### config.mk
export PLATFORM = sky130hd
export DESIGN_NAME = single_wire_sensor_frame_decoder
export DESIGN_NICKNAME = d
export VERILOG_FILES = /design/src/rtl/core/swsfd_pkg.sv /design/src/rtl/core/single_wire_sensor_frame_decoder.sv /design/src/rtl/core/swsfd_interval_ram.sv /design/src/rtl/core/swsfd_bit_decoder.sv
export VERILOG_INCLUDE_DIRS = /design/src /design/src/rtl/core
export SDC_FILE = /design/constraint.sdc
export NUM_CORES = 2
export LEC_CHECK = 0
export BUFFER_PORTS_ARGS = -buffer_cell sky130_fd_sc_hd__buf_2
export CORE_UTILIZATION = 55
export CTS_CLUSTER_DIAMETER = 100
export DETAILED_ROUTE_END_ITERATION = 8
export GPL_TIMING_DRIVEN = 0
export HOLD_SLACK_MARGIN = 0.06
export PLACE_DENSITY = 0.78
export SYNTH_ARGS = -nofsm -noshare
export SYNTH_HDL_FRONTEND = slang
export SYNTH_SLANG_ARGS = --single-unit
### constraint.sdc
create_clock -name i_clk -period 9.5 [get_ports i_clk]
set_clock_uncertainty 0.15 [all_clocks]
set_input_delay 1.425 -clock i_clk [delete_from_list [all_inputs] [get_ports i_clk]]
set_output_delay 1.425 -clock i_clk [all_outputs]
set_load 0.03 [all_outputs]
### src/rtl/core/single_wire_sensor_frame_decoder_assert.svh
// Assertion macros used by the sensor frame decoder top level.
`ifndef SINGLE_WIRE_SENSOR_FRAME_DECODER_ASSERT_SVH
`define SINGLE_WIRE_SENSOR_FRAME_DECODER_ASSERT_SVH

// Consequent must hold in the same cycle as the antecedent.
`define SWSFD_ASSERT_NOW(label, clk, rst_n, ante, cons) \
    label: assert property (@(posedge clk) disable iff (!rst_n) (ante) |-> (cons)) \
        else $error("swsfd assertion failed");

// Consequent must hold in the cycle after the antecedent.
`define SWSFD_ASSERT_NEXT(label, clk, rst_n, ante, cons) \
    label: assert property (@(posedge clk) disable iff (!rst_n) (ante) |=> (cons)) \
        else $error("swsfd assertion failed");

`endif

### src/rtl/core/swsfd_pkg.sv
// Types, codes and sizes shared by the sensor frame decoder modules.
`default_nettype none

package swsfd_pkg;

    localparam int FRAME_EDGES = 41;
    localparam int STORE_DEPTH = 48;
    localparam int DATA_BITS   = 40;

    localparam int EDGE_W     = 6;
    localparam int ADDR_W     = $clog2(STORE_DEPTH);
    localparam int BIT_CNT_W  = $clog2(DATA_BITS);
    localparam int INTERVAL_W = 16;
    localparam int STAMP_W    = 32;
    localparam int TICK_W     = 8;

    localparam logic [1:0] FUNC_START = 2'd0;
    localparam logic [1:0] FUNC_EDGE  = 2'd1;
    localparam logic [1:0] FUNC_TICK  = 2'd2;

    localparam logic [1:0] STATUS_OK      = 2'd0;
    localparam logic [1:0] STATUS_SUM     = 2'd1;
    localparam logic [1:0] STATUS_ZERO    = 2'd2;
    localparam logic [1:0] STATUS_TIMEOUT = 2'd3;

    localparam logic [1:0] CFG_BIT_THRESHOLD = 2'd0;
    localparam logic [1:0] CFG_RESPONSE_MIN  = 2'd1;
    localparam logic [1:0] CFG_RESPONSE_MAX  = 2'd2;
    localparam logic [1:0] CFG_TIMEOUT_TICKS = 2'd3;

    localparam logic [INTERVAL_W-1:0] RST_BIT_THRESHOLD = 16'd90;
    localparam logic [INTERVAL_W-1:0] RST_RESPONSE_MIN  = 16'd120;
    localparam logic [INTERVAL_W-1:0] RST_RESPONSE_MAX  = 16'd220;
    localparam logic [TICK_W-1:0]     RST_TIMEOUT_TICKS = 8'd30;

    typedef struct packed {
        logic [1:0]         func;
        logic [STAMP_W-1:0] edge_stamp;
    } t_in_item;

    typedef struct packed {
        logic [1:0]        status;
        logic [7:0]        humidity_whole;
        logic [7:0]        humidity_tenths;
        logic [7:0]        temperature_whole;
        logic [7:0]        temperature_tenths;
        logic [7:0]        sum_byte;
        logic [EDGE_W-1:0] edges_seen;
    } t_out_item;

    typedef struct packed {
        logic [INTERVAL_W-1:0] bit_threshold;
        logic [INTERVAL_W-1:0] response_min;
        logic [INTERVAL_W-1:0] response_max;
        logic [TICK_W-1:0]     timeout_ticks;
    } t_cfg;

    typedef struct packed {
        logic      done;
        t_out_item item;
    } t_dec_result;

endpackage

`default_nettype wire

### src/rtl/core/single_wire_sensor_frame_decoder.sv
// Top level of the single-wire sensor frame decoder.
// Usage: the input channel carries one transaction per command: start, captured
// edge timestamp or millisecond tick. A start clears the capture and arms it;
// edges store their 16-bit interval in the interval RAM; ticks count toward the
// timeout. Edges and ticks while not armed, and the unused command code, are
// dropped. The output channel carries one transaction per finished frame or
// timeout. Configuration is a plain write port; the user must write it only
// while the block is idle, which the block itself does not enforce. Commands
// that produce no result are taken one per cycle while the block is idle. The
// edge that completes the frame starts a decode that reads the interval RAM
// once per cycle, one read for the response interval and one per data bit; no
// command is taken during the decode. Each result passes from the pending
// register to the output register. A pending result waits in the output
// register while the receiver stalls; the block takes further commands
// meanwhile until it has a second result to hand over. Reset returns the
// configuration registers to their defaults and disarms capture; the RAM needs
// no clearing since reads beyond the captured edge count return zero.
`default_nettype none
`include "single_wire_sensor_frame_decoder_assert.svh"

module single_wire_sensor_frame_decoder (
    input  logic                   i_clk,
    input  logic                   i_rst_n,
    input  logic                   i_in_valid,
    output logic                   o_in_ready,
    input  swsfd_pkg::t_in_item    i_in_data,
    output logic                   o_out_valid,
    input  logic                   i_out_ready,
    output swsfd_pkg::t_out_item   o_out_data,
    input  logic                   i_cfg_we,
    input  logic [1:0]             i_cfg_idx,
    input  logic [15:0]            i_cfg_data
);
    import swsfd_pkg::*;

    typedef enum logic [1:0] {
        S_IDLE,
        S_DECODE,
        S_EMIT
    } t_state;

    t_state                r_state;
    t_cfg                  r_cfg;
    logic                  r_capturing;
    logic [EDGE_W-1:0]     r_edge_cnt;
    logic [INTERVAL_W-1:0] r_last_stamp;
    logic [TICK_W-1:0]     r_tick_cnt;
    t_out_item             r_pend;
    logic                  r_out_valid;
    t_out_item             r_out_data;

    logic                  w_accept;
    logic                  w_edge;
    logic                  w_tick;
    logic                  w_wr_en;
    logic [EDGE_W-1:0]     w_edge_next;
    logic                  w_dec_start;
    logic [INTERVAL_W-1:0] w_interval;
    logic                  w_rd_en;
    logic [ADDR_W-1:0]     w_rd_addr;
    logic [INTERVAL_W-1:0] w_rd_data;
    t_dec_result           w_dec_result;
    logic                  w_out_free;

    assign o_in_ready  = (r_state == S_IDLE);
    assign w_accept    = i_in_valid && o_in_ready;
    assign w_edge      = w_accept && r_capturing && (i_in_data.func == FUNC_EDGE);
    assign w_tick      = w_accept && r_capturing && (i_in_data.func == FUNC_TICK);
    assign w_edge_next = r_edge_cnt + 1'b1;
    assign w_wr_en     = w_edge && (int'(r_edge_cnt) < STORE_DEPTH);
    assign w_dec_start = w_edge && (int'(w_edge_next) >= FRAME_EDGES);
    // Only the low half of the stamps matters after truncation.
    assign w_interval  = i_in_data.edge_stamp[INTERVAL_W-1:0] - r_last_stamp;
    assign w_out_free  = !r_out_valid || i_out_ready;

    always_ff @(posedge i_clk) begin
        if (!i_rst_n) begin
            r_cfg.bit_threshold <= RST_BIT_THRESHOLD;
            r_cfg.response_min  <= RST_RESPONSE_MIN;
            r_cfg.response_max  <= RST_RESPONSE_MAX;
            r_cfg.timeout_ticks <= RST_TIMEOUT_TICKS;
        end else if (i_cfg_we) begin
            unique case (i_cfg_idx)
                CFG_BIT_THRESHOLD: r_cfg.bit_threshold <= i_cfg_data;
                CFG_RESPONSE_MIN:  r_cfg.response_min  <= i_cfg_data;
                CFG_RESPONSE_MAX:  r_cfg.response_max  <= i_cfg_data;
                CFG_TIMEOUT_TICKS: r_cfg.timeout_ticks <= i_cfg_data[TICK_W-1:0];
                default:           r_cfg               <= r_cfg;
            endcase
        end
    end

    swsfd_interval_ram #(
        .DEPTH(STORE_DEPTH),
        .WIDTH(INTERVAL_W)
    ) u_ram (
        .i_clk   (i_clk),
        .i_we    (w_wr_en),
        .i_waddr (r_edge_cnt[ADDR_W-1:0]),
        .i_wdata (w_interval),
        .i_re    (w_rd_en),
        .i_raddr (w_rd_addr),
        .o_rdata (w_rd_data)
    );

    swsfd_bit_decoder u_decoder (
        .i_clk     (i_clk),
        .i_rst_n   (i_rst_n),
        .i_start   (w_dec_start),
        .i_fill    (w_edge_next),
        .i_cfg     (r_cfg),
        .o_rd_en   (w_rd_en),
        .o_rd_addr (w_rd_addr),
        .i_rd_data (w_rd_data),
        .o_result  (w_dec_result)
    );

    always_ff @(posedge i_clk) begin
        if (!i_rst_n) begin
            r_state      <= S_IDLE;
            r_capturing  <= 1'b0;
            r_edge_cnt   <= '0;
            r_last_stamp <= '0;
            r_tick_cnt   <= '0;
            r_out_valid  <= 1'b0;
        end else begin
            if (r_out_valid && i_out_ready) begin
                r_out_valid <= 1'b0;
            end
            unique case (r_state)
                S_IDLE: begin
                    if (w_accept && i_in_data.func == FUNC_START) begin
                        r_capturing  <= 1'b1;
                        r_edge_cnt   <= '0;
                        r_last_stamp <= '0;
                        r_tick_cnt   <= '0;
                    end else if (w_edge) begin
                        r_last_stamp <= i_in_data.edge_stamp[INTERVAL_W-1:0];
                        r_edge_cnt   <= w_edge_next;
                        if (w_dec_start) begin
                            r_capturing <= 1'b0;
                            r_state     <= S_DECODE;
                        end
                    end else if (w_tick) begin
                        if (r_tick_cnt >= r_cfg.timeout_ticks) begin
                            r_capturing               <= 1'b0;
                            r_pend.status             <= STATUS_TIMEOUT;
                            r_pend.humidity_whole     <= '0;
                            r_pend.humidity_tenths    <= '0;
                            r_pend.temperature_whole  <= '0;
                            r_pend.temperature_tenths <= '0;
                            r_pend.sum_byte           <= '0;
                            r_pend.edges_seen         <= r_edge_cnt;
                            r_state                   <= S_EMIT;
                        end else begin
                            r_tick_cnt <= r_tick_cnt + 1'b1;
                        end
                    end
                end
                S_DECODE: begin
                    if (w_dec_result.done) begin
                        r_pend  <= w_dec_result.item;
                        r_state <= S_EMIT;
                    end
                end
                S_EMIT: begin
                    if (w_out_free) begin
                        r_out_data  <= r_pend;
                        r_out_valid <= 1'b1;
                        r_state     <= S_IDLE;
                    end
                end
                default: r_state <= S_IDLE;
            endcase
        end
    end

    assign o_out_valid = r_out_valid;
    assign o_out_data  = r_out_data;

    `SWSFD_ASSERT_NOW(a_done_only_in_decode, i_clk, i_rst_n, w_dec_result.done, r_state == S_DECODE)
    `SWSFD_ASSERT_NOW(a_edge_cnt_bounded, i_clk, i_rst_n, 1'b1, int'(r_edge_cnt) <= FRAME_EDGES)
    `SWSFD_ASSERT_NEXT(a_frame_end_decodes, i_clk, i_rst_n, w_dec_start, r_state == S_DECODE && !r_capturing)
    `SWSFD_ASSERT_NOW(a_emit_disarmed, i_clk, i_rst_n, r_state != S_IDLE, !r_capturing)

endmodule

`default_nettype wire

### src/rtl/core/swsfd_interval_ram.sv
// Single-port-write, single-port-read synchronous RAM for the interval store.
`default_nettype none

module swsfd_interval_ram #(
    parameter int DEPTH = 48,
    parameter int WIDTH = 16
) (
    input  logic                     i_clk,
    input  logic                     i_we,
    input  logic [$clog2(DEPTH)-1:0] i_waddr,
    input  logic [WIDTH-1:0]         i_wdata,
    input  logic                     i_re,
    input  logic [$clog2(DEPTH)-1:0] i_raddr,
    output logic [WIDTH-1:0]         o_rdata
);

    logic [WIDTH-1:0] r_mem [DEPTH];
    logic [WIDTH-1:0] r_rdata;

    always_ff @(posedge i_clk) begin
        if (i_we) begin
            r_mem[i_waddr] <= i_wdata;
        end
        if (i_re) begin
            r_rdata <= r_mem[i_raddr];
        end
    end

    assign o_rdata = r_rdata;

endmodule

`default_nettype wire

### src/rtl/core/swsfd_bit_decoder.sv
// Sequencer that walks the stored intervals and builds the five frame bytes.
`default_nettype none

module swsfd_bit_decoder (
    input  logic                             i_clk,
    input  logic                             i_rst_n,
    input  logic                             i_start,
    input  logic [swsfd_pkg::EDGE_W-1:0]     i_fill,
    input  swsfd_pkg::t_cfg                  i_cfg,
    output logic                             o_rd_en,
    output logic [swsfd_pkg::ADDR_W-1:0]     o_rd_addr,
    input  logic [swsfd_pkg::INTERVAL_W-1:0] i_rd_data,
    output swsfd_pkg::t_dec_result           o_result
);
    import swsfd_pkg::*;

    typedef enum logic [1:0] {
        S_IDLE,
        S_HEAD,
        S_BITS,
        S_DONE
    } t_state;

    t_state                r_state;
    logic [ADDR_W-1:0]     r_addr;
    logic                  r_zero;
    logic [EDGE_W-1:0]     r_fill;
    logic [BIT_CNT_W-1:0]  r_bit_cnt;
    logic [DATA_BITS-1:0]  r_shift;
    logic                  r_done;
    t_out_item             r_item;

    logic [INTERVAL_W-1:0] w_value;
    logic [ADDR_W-1:0]     w_offset;
    logic [ADDR_W-1:0]     w_rd_addr;
    logic [EDGE_W-1:0]     w_fill;
    logic                  w_last_bit;
    logic [7:0]            w_b0;
    logic [7:0]            w_b1;
    logic [7:0]            w_b2;
    logic [7:0]            w_b3;
    logic [7:0]            w_b4;
    logic [7:0]            w_sum;
    logic [1:0]            w_status;

    // Reads at or beyond the fill count are forced to zero, since the RAM is never cleared.
    assign w_value    = r_zero ? '0 : i_rd_data;
    assign w_offset   = (w_value >= i_cfg.response_min && w_value <= i_cfg.response_max)
                        ? ADDR_W'(1) : ADDR_W'(2);
    assign w_last_bit = (r_bit_cnt == BIT_CNT_W'(DATA_BITS - 1));
    assign w_fill     = (r_state == S_IDLE) ? i_fill : r_fill;

    always_comb begin
        unique case (r_state)
            S_HEAD:  w_rd_addr = w_offset;
            S_BITS:  w_rd_addr = r_addr + 1'b1;
            default: w_rd_addr = '0;
        endcase
    end

    assign o_rd_en   = (r_state == S_IDLE && i_start) || (r_state == S_HEAD)
                       || (r_state == S_BITS && !w_last_bit);
    assign o_rd_addr = w_rd_addr;

    assign w_b0  = r_shift[39:32];
    assign w_b1  = r_shift[31:24];
    assign w_b2  = r_shift[23:16];
    assign w_b3  = r_shift[15:8];
    assign w_b4  = r_shift[7:0];
    assign w_sum = w_b0 + w_b1 + w_b2 + w_b3;

    always_comb begin
        priority if (w_sum != w_b4) begin
            w_status = STATUS_SUM;
        end else if (w_b0 == 8'd0 && w_b2 == 8'd0) begin
            w_status = STATUS_ZERO;
        end else begin
            w_status = STATUS_OK;
        end
    end

    always_ff @(posedge i_clk) begin
        if (!i_rst_n) begin
            r_state <= S_IDLE;
            r_done  <= 1'b0;
        end else begin
            r_done <= 1'b0;
            if (o_rd_en) begin
                r_addr <= w_rd_addr;
                r_zero <= (EDGE_W'(w_rd_addr) >= w_fill);
            end
            unique case (r_state)
                S_IDLE: begin
                    if (i_start) begin
                        r_fill  <= i_fill;
                        r_state <= S_HEAD;
                    end
                end
                S_HEAD: begin
                    r_bit_cnt <= '0;
                    r_state   <= S_BITS;
                end
                S_BITS: begin
                    r_shift   <= {r_shift[DATA_BITS-2:0], (w_value > i_cfg.bit_threshold)};
                    r_bit_cnt <= r_bit_cnt + 1'b1;
                    if (w_last_bit) begin
                        r_state <= S_DONE;
                    end
                end
                S_DONE: begin
                    r_item.status             <= w_status;
                    r_item.humidity_whole     <= w_b0;
                    r_item.humidity_tenths    <= w_b1;
                    r_item.temperature_whole  <= w_b2;
                    r_item.temperature_tenths <= w_b3;
                    r_item.sum_byte           <= w_b4;
                    r_item.edges_seen         <= r_fill;
                    r_done                    <= 1'b1;
                    r_state                   <= S_IDLE;
                end
                default: r_state <= S_IDLE;
            endcase
        end
    end

    assign o_result.done = r_done;
    assign o_result.item = r_item;

endmodule

`default_nettype wire

==> metrics <==
Worst Path Max Fanout 10; clock latency at the later pin of the worst-skew pair 0.73 ns; Setup-failing EPs final 0; hold path cells 0; Synth Cell Area 0.04535 mm²; hpwl dp 93.87 mm; Reg-to-Reg Start u_decoder.r_zero; pin count of the biggest net entering global routing 49; Num Clock Sinks 1080; Chip Width 289.2 µm; GR Util met3 11.09%; hold crit path type flip-flop to flip-flop; CP peak stage delay 1.19 ns; Synth Flop Type edfxtp_1; Critical Path Source Type flip-flop; outcome finished, violations left; DR iter-0 viols 5053; Cell Pwr Density approximately 180 mW/mm²; synthesis-to-finish area growth 14.44%; final period utilization about three quarters; kind of critical path flip-flop to flip-flop; post-route minimum period roughly 7.2 ns; FF-to-FF End u_ram.o_rdata[6]; Vert. Die Dim roughly 290 µm; highest clock rate 0.1394 GHz; # resized after CTS 0; initial core utilization 55.94%; Worst-Margin Slew between 1.5 and 2 ns; worst vdd ir 0.1397 mV; initial antenna violation count 7; DR vias/cell 6.709; flop-to-flop setup slack 2.33 ns; Comb power frac 3.0%; # rows 104; Arr. time, crit path 7.46 ns; Yosys reg bits between 1000 and 1500; Pint 7.523 mW; Worst Setup Slack post-DPL 2.579 ns; Leakage 17.29 nW; switching portion of total power about 21%; Cells after DPL between 4000 and 5000; WHS Endpoint o_out_data[21]; share of post-route cells with drive strength above 1 between 15 and 20%; Final nets 3726; ys async rst share 0%; Synth Area per Inst 13.81 µm²; relative slew slack -11.72%; number of global-route vias before repair 30080; number of synthesized flops with an enable pin 987; Detailed Routing Iterations Pass 1 9; Max Cap Viol 3; htree depth 3; clk root buf clkbuf_16; Total GRT Usage 32.33%; Synth top area share ~65%; Setup TNS 0 ns; routability congestion estimate ~1.1; clock share of power 42.2%; post-synth cell types 77; # DRC 1; Finished Core Util between 60% and 70%; first-pass GRT wire length 194.9 mm; DRT antenna net count 0; failing checks DRC, capacitance limit, slew limit; Buf/Inv on CP 3; CTS max path bufs 3; Mapped Nets roughly 3400; global route total overflow 0; crit-path cells clkbuf_1, nor2b_1, ha_1, a21oi_1, o21ai_0, a2111oi_0, o21ai_1, and2_1, buf_2, nor4_1, nor3_1, clkbuf_1, o21ai_0, nand3_1, or4b_1; WL/cell 28.67 µm; Worst Hold Launch r_pend[21]; sequential area share after synthesis 69.46%; Psw 2.049 mW; Core Region 0.08107 mm²; Yosys top cell by area edfxtp_1; Post-CTS Hold Buffers 0; final total power between 9 and 10 mW; top post-synthesis cells by area edfxtp_1 65%, dfxtp_1 4.1%, o221a_2 3.1%; setup bufs post-CTS 0; Worst Reg-to-Reg Cells 15; CP required 9.78 ns; Synth Instances roughly 3300; Fill cells ~5600; Buffers on Ports 90; TritonCTS clock tree built; Die Area 0.08361 mm²; met1 GRT Util between 30% and 40%; area of the multi-input gates 0.01299 mm²; CP top delay family simple AND/OR/NAND/NOR gates; Top Usage Layer GRT met2; Final Slew Violations 2; IO Count 107; CTS Buf Count 105; Final Hold Fails 0; unrepaired setup endpoints after global routing no; CTS clock-pin slew for the worst setup and hold paths 0.06 ns; Reg area ~0.032 mm²; M2 GR Usage 48.64%; Total Wirelength 135.3 mm; vias 31650; Seq pwr share 54.8%; Finished Layout Cells around 4700; Final WS setup 2.329 ns; crit path capture type flip-flop; Yosys warnings 0; Worst path slowest cell nor4_1
==> how the worst max path moves through the flow <==
stage / slack, ns / depth (start not counted) / to / startpoint
after floorplan: 1.43 / 5 / r_pend[0] / i_in_valid
after global placement: -0.82 / 6 / r_pend[37] / i_in_valid
after detailed placement: 2.58 / 16 / u_ram.o_rdata[15] / u_decoder.r_zero
after CTS: 2.54 / 16 / u_ram.o_rdata[15] / u_decoder.r_zero
after global routing: 2.27 / 16 / u_ram.o_rdata[3] / u_decoder.r_zero
final: 2.33 / 15 / u_ram.o_rdata[6] / u_decoder.r_zero
==> metrics by stage <==
stage                     hold slack, ns  instance area, µm²
after CTS                         0.2669               51860
after global routing              0.2665               51890
after global placement            0.2508               47130
after detailed placement          0.2545               48520
after floorplan                   0.2503               45350
final                             0.2649               51900
==> flip-flops by register name (all words and copies together), names as in the netlist <==
name,cells
u_decoder.r_shift,40
u_ram.o_rdata,16
u_ram.r_mem,768
u_decoder.r_state,2
r_last_stamp,16
u_decoder.r_fill,6
r_pend,48
r_cfg,56
u_decoder.r_bit_cnt,6
o_out_data,48
o_out_valid,1
u_decoder.o_result,48
u_decoder.r_zero,1
r_tick_cnt,8
r_edge_cnt,6
r_state,2
u_decoder.r_done,1
r_capturing,1
u_decoder.r_addr,6
==> worst reg2reg max path: cells and delay by family (launching register included) <==
| family | cells | cell delay, ns |
|---|---|---|
| AO/OA/AOI/OAI | 5 | 1.47 |
| adder cells (fa/ha/maj) | 1 | 0.33 |
| AND/OR/NAND/NOR | 6 | 3.36 |
| flip-flops | 1 | 0.58 |
| buffers and inverters | 3 | 1.01 |
==> per-layer routing <==
layer	routed length [µm]	vias up
li1	-	13260
met3	19650	548
met1	45920	15320
met2	59250	2517
met4	10410	2
met5	19	-
==> layout by cell type (no fill, tap or decap), types with 26 or more instances in the layout <==
master / netlist / final
nor2_1: 186 / 138
buf_2: 15 / 108
o221a_2: 124 / 124
a211oi_1: 32 / 32
clkinv_1: 1 / 27
nor2_2: 0 / 44
dfxtp_1: 93 / 93
a21oi_1: 81 / 81
and2_1: 52 / 50
inv_1: 118 / 116
a21boi_0: 46 / 46
ha_1: 90 / 90
mux2i_1: 78 / 78
edfxtp_1: 987 / 987
a22oi_1: 52 / 52
buf_1: 26 / 26
o22ai_1: 90 / 90
buf_8: 0 / 46
o21ai_0: 83 / 83
nor2b_1: 46 / 46
clkbuf_16: 0 / 105
o221ai_1: 33 / 33
nand4_1: 31 / 31
o211ai_1: 41 / 41
clkbuf_1: 130 / 158
nand2_1: 332 / 332
nand3_1: 143 / 143
nor3_1: 61 / 55
==> cell type report <==
cell class                      instances  share of cell area [%]
Sequential cell                      1080                   60.70
Multi-Input combinational cell       1913                   25.03
Clock buffer                          134                   5.292
Timing Repair Buffer                  172                   3.098
Tap cell                             1060                   2.556
Buffer                                172                   1.295
Clock inverter                         63                   1.145
Inverter                              120                  0.8680
Antenna cell                            4                 0.01929
==> cells by family after synthesis <==
group / Yosys count / synth area share, %
flops: 1080 / 69.46
simple gates: 950 / 9.869
compound gates: 728 / 12.28
buf+inv: 292 / 2.475
fa+ha+maj: 106 / 3.167
mux: 85 / 1.895
xor+xnor: 44 / 0.8498
==> cell usage after synthesis, drive strengths merged (27+ instances only) <==
library cell,number
o221a,125
a21oi,81
xnor2,27
ha,90
o221ai,33
nand3,143
and2,52
inv,119
nor2b,47
o21ai,86
a21boi,46
dfxtp,93
edfxtp,987
a22oi,52
a211oi,32
nor2,186
mux2i,78
o211ai,41
nand4,31
o22ai,90
buf,42
nand2,332
clkbuf,130
nor3,61
==> power groups by stage <==
stage	logic [mW]	clock network, mW	registers, mW
after global routing	0.302	4.22	5.24
after detailed placement	0.279	0	5.34
after CTS	0.280	4.04	5.24
final	0.288	4.04	5.24
after global placement	0.217	0	5.36
after floorplan	0.120	0	5.35
No activity file was read; power rests on OpenSTA's default activity.
